===== src/design/tcw_pkg.sv =====
// Shared constants, types and helpers for the text console writer.
// Used by tcw_text_ram, tcw_ctrl and text_console_writer_unit; no dependencies.
package tcw_pkg;

   localparam int COLUMNS = 80;
   localparam int ROWS    = 25;
   localparam int CELLS   = ROWS * COLUMNS;

   localparam int ADDR_W = 11;
   localparam int COL_W  = 7;
   localparam int ROW_W  = 5;
   localparam int CELL_W = 16;
   localparam int CHAR_W = 8;
   localparam int ATTR_W = 8;
   localparam int CMD_W  = 2;

   typedef logic [ADDR_W-1:0] addr_type;
   typedef logic [COL_W-1:0]  col_type;
   typedef logic [ROW_W-1:0]  row_type;
   typedef logic [CELL_W-1:0] cell_type;
   typedef logic [CHAR_W-1:0] char_type;
   typedef logic [ATTR_W-1:0] attr_type;
   typedef logic [CMD_W-1:0]  cmd_type;

   localparam cmd_type CMD_PUT   = 2'd0;
   localparam cmd_type CMD_CLEAR = 2'd1;
   localparam cmd_type CMD_READ  = 2'd2;

   localparam char_type NEWLINE_CODE = 8'h0A;
   localparam char_type SPACE_CODE   = 8'h20;
   localparam attr_type RESET_ATTR   = 8'h0F;

   localparam addr_type LAST_CELL      = ADDR_W'(CELLS - 1);
   localparam addr_type LAST_ROW_START = ADDR_W'(CELLS - COLUMNS);
   localparam addr_type COLUMNS_ADDR   = ADDR_W'(COLUMNS);
   localparam col_type  LAST_COL       = COL_W'(COLUMNS - 1);
   localparam row_type  LAST_ROW       = ROW_W'(ROWS - 1);

   typedef struct packed {
      logic     en;
      addr_type addr;
      cell_type data;
   } ram_wr_type;

   typedef struct packed {
      logic     scrolled;
      cell_type cell_data;
      row_type  cursor_row;
      col_type  cursor_col;
   } result_type;

   function automatic addr_type cell_addr(input row_type row, input col_type col);
      return ADDR_W'(int'(row) * COLUMNS + int'(col));
   endfunction

endpackage


===== src/design/tcw_ctrl.sv =====
// Command sequencer: cursor, attribute register, and the sweeps for reset fill,
// clear, scroll copy and last-row blanking. Depends on tcw_pkg.
module tcw_ctrl (
   input  logic                clock,
   input  logic                reset,
   input  logic                csr_wr_en,
   input  tcw_pkg::attr_type   csr_wr_data,
   input  logic                req_valid,
   output logic                req_ready,
   input  tcw_pkg::cmd_type    req_cmd,
   input  tcw_pkg::char_type   req_char,
   input  tcw_pkg::addr_type   req_index,
   output tcw_pkg::addr_type   rd_addr,
   input  tcw_pkg::cell_type   rd_data,
   output tcw_pkg::ram_wr_type wr,
   output tcw_pkg::result_type res,
   output logic                res_valid,
   input  logic                res_take
);
   import tcw_pkg::*;

   typedef enum logic [6:0] {
      S_INIT  = 7'b0000001,
      S_IDLE  = 7'b0000010,
      S_RWAIT = 7'b0000100,
      S_COPY  = 7'b0001000,
      S_BLANK = 7'b0010000,
      S_FILL  = 7'b0100000,
      S_DONE  = 7'b1000000
   } state_type;

   state_type state_ff, state_in;
   addr_type  cnt_ff, cnt_in;
   col_type   col_ff, col_in;
   row_type   row_ff, row_in;
   attr_type  attr_ff, attr_in;
   logic      pend_ff, pend_in;
   addr_type  pwa_ff, pwa_in;
   logic      inrange_ff, inrange_in;
   cell_type  data_ff, data_in;
   logic      scrolled_ff, scrolled_in;
   logic      accept;
   cell_type  blank;

   assign blank     = {attr_ff, SPACE_CODE};
   assign req_ready = (state_ff == S_IDLE);
   assign accept    = req_valid && req_ready;
   assign res_valid = (state_ff == S_DONE);
   assign res       = '{scrolled: scrolled_ff, cell_data: data_ff,
                        cursor_row: row_ff, cursor_col: col_ff};
   assign attr_in   = csr_wr_en ? csr_wr_data : attr_ff;

   always_comb begin
      state_in    = state_ff;
      cnt_in      = cnt_ff;
      col_in      = col_ff;
      row_in      = row_ff;
      pend_in     = 1'b0;
      pwa_in      = pwa_ff;
      inrange_in  = inrange_ff;
      data_in     = data_ff;
      scrolled_in = scrolled_ff;
      wr          = '{en: 1'b0, addr: '0, data: '0};
      rd_addr     = cnt_ff;
      case (state_ff)
         S_INIT: begin
            wr = '{en: 1'b1, addr: cnt_ff, data: {RESET_ATTR, SPACE_CODE}};
            if (cnt_ff == LAST_CELL) begin
               cnt_in   = '0;
               state_in = S_IDLE;
            end else begin
               cnt_in = cnt_ff + 1'b1;
            end
         end
         S_IDLE: begin
            rd_addr = req_index;
            if (req_valid) begin
               data_in     = '0;
               scrolled_in = 1'b0;
               state_in    = S_DONE;
               case (req_cmd)
                  CMD_PUT: begin
                     if (req_char != NEWLINE_CODE) begin
                        wr = '{en: 1'b1, addr: cell_addr(row_ff, col_ff),
                               data: {attr_ff, req_char}};
                     end
                     if (req_char == NEWLINE_CODE || col_ff == LAST_COL) begin
                        col_in = '0;
                        if (row_ff == LAST_ROW) begin
                           scrolled_in = 1'b1;
                           cnt_in      = COLUMNS_ADDR;
                           state_in    = S_COPY;
                        end else begin
                           row_in = row_ff + 1'b1;
                        end
                     end else begin
                        col_in = col_ff + 1'b1;
                     end
                  end
                  CMD_CLEAR: begin
                     col_in   = '0;
                     row_in   = '0;
                     cnt_in   = '0;
                     state_in = S_FILL;
                  end
                  CMD_READ: begin
                     inrange_in = (req_index <= LAST_CELL);
                     state_in   = S_RWAIT;
                  end
                  default: begin
                     state_in = S_DONE;
                  end
               endcase
            end
         end
         S_RWAIT: begin
            data_in  = inrange_ff ? rd_data : '0;
            state_in = S_DONE;
         end
         S_COPY: begin
            pend_in = 1'b1;
            pwa_in  = cnt_ff - COLUMNS_ADDR;
            if (pend_ff) begin
               wr = '{en: 1'b1, addr: pwa_ff, data: rd_data};
            end
            if (cnt_ff == LAST_CELL) begin
               cnt_in   = LAST_ROW_START;
               state_in = S_BLANK;
            end else begin
               cnt_in = cnt_ff + 1'b1;
            end
         end
         S_BLANK: begin
            if (pend_ff) begin
               wr = '{en: 1'b1, addr: pwa_ff, data: rd_data};
            end else begin
               wr = '{en: 1'b1, addr: cnt_ff, data: blank};
               if (cnt_ff == LAST_CELL) begin
                  state_in = S_DONE;
               end else begin
                  cnt_in = cnt_ff + 1'b1;
               end
            end
         end
         S_FILL: begin
            wr = '{en: 1'b1, addr: cnt_ff, data: blank};
            if (cnt_ff == LAST_CELL) begin
               state_in = S_DONE;
            end else begin
               cnt_in = cnt_ff + 1'b1;
            end
         end
         S_DONE: begin
            if (res_take) begin
               state_in = S_IDLE;
            end
         end
         default: begin
            state_in = S_IDLE;
         end
      endcase
   end

   always_ff @(posedge clock) begin
      if (reset) begin
         state_ff <= S_INIT;
         cnt_ff   <= '0;
         col_ff   <= '0;
         row_ff   <= '0;
         attr_ff  <= RESET_ATTR;
         pend_ff  <= 1'b0;
      end else begin
         state_ff <= state_in;
         cnt_ff   <= cnt_in;
         col_ff   <= col_in;
         row_ff   <= row_in;
         attr_ff  <= attr_in;
         pend_ff  <= pend_in;
      end
   end

   always_ff @(posedge clock) begin
      pwa_ff      <= pwa_in;
      inrange_ff  <= inrange_in;
      data_ff     <= data_in;
      scrolled_ff <= scrolled_in;
   end

   a_cursor_range: assert property (@(posedge clock) disable iff (reset)
      (col_ff <= LAST_COL) && (row_ff <= LAST_ROW))
      else $error("cursor out of range");

   a_pend_in_sweep: assert property (@(posedge clock) disable iff (reset)
      pend_ff |-> (state_ff == S_COPY || state_ff == S_BLANK))
      else $error("pending copy write outside scroll");

   a_write_addr: assert property (@(posedge clock) disable iff (reset)
      wr.en |-> (wr.addr <= LAST_CELL))
      else $error("write beyond cell store");

   a_read_wait: assert property (@(posedge clock) disable iff (reset)
      (accept && req_cmd == CMD_READ) |=> (state_ff == S_RWAIT))
      else $error("read request skipped data wait");

   a_scroll_cursor: assert property (@(posedge clock) disable iff (reset)
      (res_valid && scrolled_ff) |-> (row_ff == LAST_ROW && col_ff == '0))
      else $error("scroll left cursor off bottom row start");

endmodule

===== config.mk =====
export PLATFORM = sky130hd
export DESIGN_NAME = tcw_ctrl
export DESIGN_NICKNAME = d
export VERILOG_FILES = /design/src/design/tcw_pkg.sv /design/src/design/tcw_ctrl.sv
export SDC_FILE = /design/constraint.sdc
export NUM_CORES = 1
export LEC_CHECK = 0
export ABC_AREA = 1
export BUFFER_PORTS_ARGS = -buffer_cell sky130_fd_sc_hd__buf_4
export CAP_MARGIN = 30
export CELL_PAD_IN_SITES_DETAIL_PLACEMENT = 0
export CELL_PAD_IN_SITES_GLOBAL_PLACEMENT = 1
export CORE_MARGIN = 2
export CORE_UTILIZATION = 38
export CTS_BUF_LIST = sky130_fd_sc_hd__clkbuf_4
export DETAILED_ROUTE_END_ITERATION = 8
export PLACE_DENSITY_LB_ADDON = 0.15
export SYNTH_ARGS = -nofsm -noshare
export SYNTH_HDL_FRONTEND = slang
export SYNTH_SLANG_ARGS = --single-unit

===== constraint.sdc =====
create_clock -name clock -period 2.45 [get_ports clock]
set_input_delay 0.3675 -clock clock [delete_from_list [all_inputs] [get_ports clock]]
set_output_delay 0.3675 -clock clock [all_outputs]
set_load 0.005 [all_outputs]

=== Yosys cells after proc, flatten, opt, wreduce, memory -nomap -nowiden ===
Cells that the tools add are included.

* Input port bits: 50
* Flip-flop bits (word level): 68
* Output and inout bits: 70

* Add/sub/neg operators: 5
* Reduce and logical (&&, ||, !) cells: 13
* Mux-type cells: 36
* Order comparisons: 1
* Multiply operators: 1
* Equal/unequal tests: 24

{| class="wikitable"
|+ Operator list
! operator !! number
|-
| case mux 28 bit (5 select lines) || 1
|-
| 2-to-1 mux 28 bit || 4
|-
| 2-to-1 mux 11 bit || 8
|-
| 2-to-1 mux 7 bit || 9
|-
| case mux 11 bit (5 select lines) || 1
|-
| case mux 7 bit (7 select lines) || 1
|-
| 2-to-1 mux 16 bit || 2
|-
| case mux 16 bit (2 select lines) || 1
|-
| 2-to-1 mux 27 bit || 1
|-
| case mux 11 bit (2 select lines) || 1
|-
| case mux 7 bit (3 select lines) || 1
|-
| == test 7 bit, second input constant || 2
|-
| case mux 7 bit (2 select lines) || 1
|-
| inequality test 2 bit, second input constant || 6
|-
| adder 11 x 1 -> 11 bit, second input constant || 1
|-
| adder 11 x 7 -> 11 bit || 1
|-
| == test 11 bit, second input constant || 1
|-
| <= comparator 11 bit, second input constant || 1
|-
| subtractor 11 x 7 -> 11 bit, second input constant || 1
|-
| 2-to-1 mux 5 bit || 2
|-
| case mux 5 bit (2 select lines) || 1
|-
| AND reduction 5 bit || 2
|-
| == test 8 x 4 -> 1 bit, second input constant || 1
|-
| inequality test 8 x 4 -> 1 bit, second input constant || 1
|-
| 23 further kinds || 29
|}

=== Depth between registers and ports, before layout ===
* Depth after elaboration: 6
* Depth in mapped cells: 13
* Depth with buffers taken out: 13

=== Worst setup path before layout ===
No wires, ideal clock.

* Path kind: register -> output
* Start point: register row_ff[3]
* End point: output wr[24] in the netlist's numbering
* Buffers on the path: 0
* Arrival time: 1.823 ns
* Slack: 0.259 ns
* Stages on the path, launching flop included: 9
* Required time: 2.082 ns
* Cells stage by stage: dfxtp_1 -> ha_1 -> ha_1 -> inv_1 -> fa_1 -> inv_1 -> or2_2 -> nand3_1 -> o211ai_1

{| class="wikitable"
|+ RTL lines
! item !! line !! source
|-
| from (decl) || tcw_ctrl.sv:35 || <nowiki>row_type row_ff, row_in;</nowiki>
|-
| from (signal assigned) || tcw_ctrl.sv:176 || <nowiki>row_ff <= row_in;</nowiki>
|-
| to (decl) || tcw_ctrl.sv:15 || <nowiki>output tcw_pkg::ram_wr_type wr,</nowiki>
|}

==> out/metrics.yaml <==
worst_setup_path:
  worstPathArrival_ns: 2.38
  worstReg2RegStart: "cnt_ff[4]"
  crit_path_max_fanout: 3
  crit_family: "adder cells"
  max_stage_delay_ns: 0.54
  crit_path_top_delay_cell: "fa_2"
  critPathCaptureType: "output pin"
  path_class: "register to output pin"
  rrSetupSlack_ns: 0.32
  reg2reg_to: "cnt_ff[5]"
  critPathRequiredTime_ns: 2.08
  r2r_cells: 11
  path_buf_inv: 3
  crit_chain: "ha_4 > ha_4 > inv_2 > fa_2 > inv_2 > or2_4 > nand3_2 > o211ai_1 > buf_4"
  critPathLaunchType: "register"
sta:
  maxSlewViolCount: 0
  fin_crit_sh: 1.12
  finalWorstSetupSlack_ns: -0.296
  setup_violations: 5
  skew_ns: 0.0205
  finalHoldViolCount: 0
  grt_setup_unrepaired: "true"
  whs_ns: 0.115
  relSlewSlack: 0.615
  max_freq_mhz: 364
  layout_min_cycle_time_ns: 2.75
  worst_pin_slew_ns: 0.576
logic_synthesis:
  synth_top_family_by_area: "simple AND/OR/NAND/NOR gates"
  yosys.area.top_type_share: 0.201
  syn_nets: 677
  synth_fa_ha_area_frac: 0.0642
  avgSynthCellArea_sq_um: 7.14
  muxShareOfSynthArea: 0
  post_synth_and_or_nand_nor_area_fraction: 0.315
  postSynthCellCount: 606
  synth_largest_area_cell: "edfxtp_1"
  synth_xor_area_frac: 0.0263
  synth_compound_area_frac: 0.118
  ys_seq_area_frac: 0.382
  synth_area_leaders: "edfxtp_1 (20%), dfxtp_1 (18%), nand2_1 (13%)"
  mappedNetlistArea_sq_mm: 0.00433
  synth-seq-cells: 68
  yosysUniqueCellTypes: 40
  yosysWarnings: 0
cells_and_area:
  drive_gt1_frac: 0.333
  mostFrequentLayoutCell: "buf_4"
  layout_common_cells: "buf_4 (150), nand2_1 (136), nor2_1 (84), inv_1 (74), nand3_1 (38)"
  final_nets: 835
  fillers: 1054
  utilization: 0.562
  area_delta_synth_final_pct: 42.7
  n_antenna_cell: 0
  multi_input_area_sq_mm: 0.00255
  final-seq-area_sq_mm: 0.00166
floorplan:
  ios: 120
  initial_utilization: 0.394
  core_area_sq_mm: 0.0110
  die_w_um: 111
  num_rows: 38
  die_area_sq_mm: 0.0123
  die_h_um: 111
grt:
  grt_usage: 0.224
  antenna_found_initial: 0
  overflow: 0
  grt_max_degree: 22
  grt_pass1_vias: 4316
  grt_pass1_wl_mm: 21.9
clocking:
  numCtsBuffers: 9
  clk_pin_slew_ns: 0.11
  cts-root-buf: "clkbuf_4"
  cts_sinks: 68
  clock_path_buffers: 2
  cts.htree.levels: 3
  insertion_delay_ns: 0.47
  cts_tree: "built"
min_path:
  whs_path_depth: 3
  holdPathEnd: "attr_ff[0]"
  hold_class: "primary input to register"
  min-delay-start: "csr_wr_data[0]"
route:
  drt-initial-drc-count: 187
  drtPass1Iterations: 4
  vias: 4508
  routedWlPerCell_um: 15.1
  drc: 0
  finalWirelength_mm: 13.7
  ant_nets: 0
  via_per_inst: 4.96
placement:
  numPortBuffers: 119
  routabilityCongestion: 0.881
  dp_hpwl_mm: 10.0
power_and_ir_drop:
  ir_drop_v: 0.000406
  power_density_mw_per_mm2: 728
  leakage_nw: 2.88
run_status:
  outcome: "finished with violations"
  violations: "negative setup slack"
flow_run:
  max_cap_viol_count: 0
[cell type report]
cell class                      count  area share
Timing Repair Buffer              160       0.209
Multi-Input combinational cell    436       0.413
Sequential cell                    68       0.269
Clock buffer                        9      0.0109
Tap cell                          140      0.0284
Clock inverter                      7      0.0109
Timing Repair inverter              2     0.00223
Inverter                           87      0.0565
[Yosys cell counts, drive strengths merged]
library cell,n
nor4,1
clkinv,1
nor3,10
a21oi,14
nor2,96
or2,3
fa,2
dfxtp,39
buf,10
nand3,44
o2111ai,1
o21bai,2
xor2,11
o22ai,8
o221ai,4
edfxtp,29
a211oi,3
nand4,9
inv,86
o211ai,10
ha,19
nor3b,2
xnor2,2
o21ai,44
clkbuf,5
nand2,150
o21a,1
[how the worst max path moves through the flow]
stage	slack, ns	cells after the start	startpoint	end
6_report	-0.30	9	row_ff[3]	wr[24]
5_1_grt	-0.36	9	row_ff[1]	wr[24]
4_1_cts	-0.29	9	row_ff[3]	wr[24]
3_5_place_dp	0.08	9	row_ff[3]	wr[24]
3_3_place_gp	0.11	9	row_ff[1]	wr[24]
2_1_floorplan	0.26	8	row_ff[3]	wr[24]
[power breakdown]
group | switching (mW) | total [mW] | internal (mW) | leakage [nW]
sequential | 0.142 | 1.50 | 1.36 | 0.589
clock | 0.447 | 0.751 | 0.304 | 0.0693
combinational | 1.28 | 2.24 | 0.960 | 2.22
[stage by stage]
step,TNS (ns),worst slack [ns],instances,cell area (sq um),total power [mW]
6_report,-0.832,-0.296,909,6180,4.50
5_1_grt,-2.54,-0.363,909,6180,4.83
4_1_cts,-1.05,-0.292,899,5950,4.40
3_5_place_dp,0,0.0754,865,5430,3.45
3_3_place_gp,0,0.105,865,5430,3.44
2_1_floorplan,0,0.259,606,4330,2.68
[layer usage]
| layer | GRT usage | wire (um) |
|---|---|---|
| met1 | 0.293 | 6220 |
| met2 | 0.367 | 6630 |
| met3 | 0.0525 | 641 |
| met4 | 0.0733 | 263 |
| met5 | 0 | 0 |
[cell families after synthesis]
logic type	count (synthesis)
AO/OA/AOI/OAI	87
buffers and inverters	102
flip-flops	68
XOR/XNOR	13
AND/OR/NAND/NOR	315
adder cells (fa/ha/maj)	21
[flip-flops by register name, summed over array words and instances, names as in the netlist]
register	flops
state_ff	7
inrange_ff	1
cnt_ff	11
row_ff	5
pwa_ff	11
scrolled_ff	1
attr_ff	8
pend_ff	1
data_ff	16
col_ff	7
[worst min-delay path: cells and delay by family]
family	cells	cell delay (ns)
simple gates	2	0.10
buf+inv	1	0.07
[what timing repair did]
action                     CTS  global route
pin swaps                   15            22
buffers inserted            15            11
setup endpoints to repair   28            30
gates resized for setup     52            40
cloned                       3             0
hold buffers                 0             0
Power figures use the tool's default switching activity.
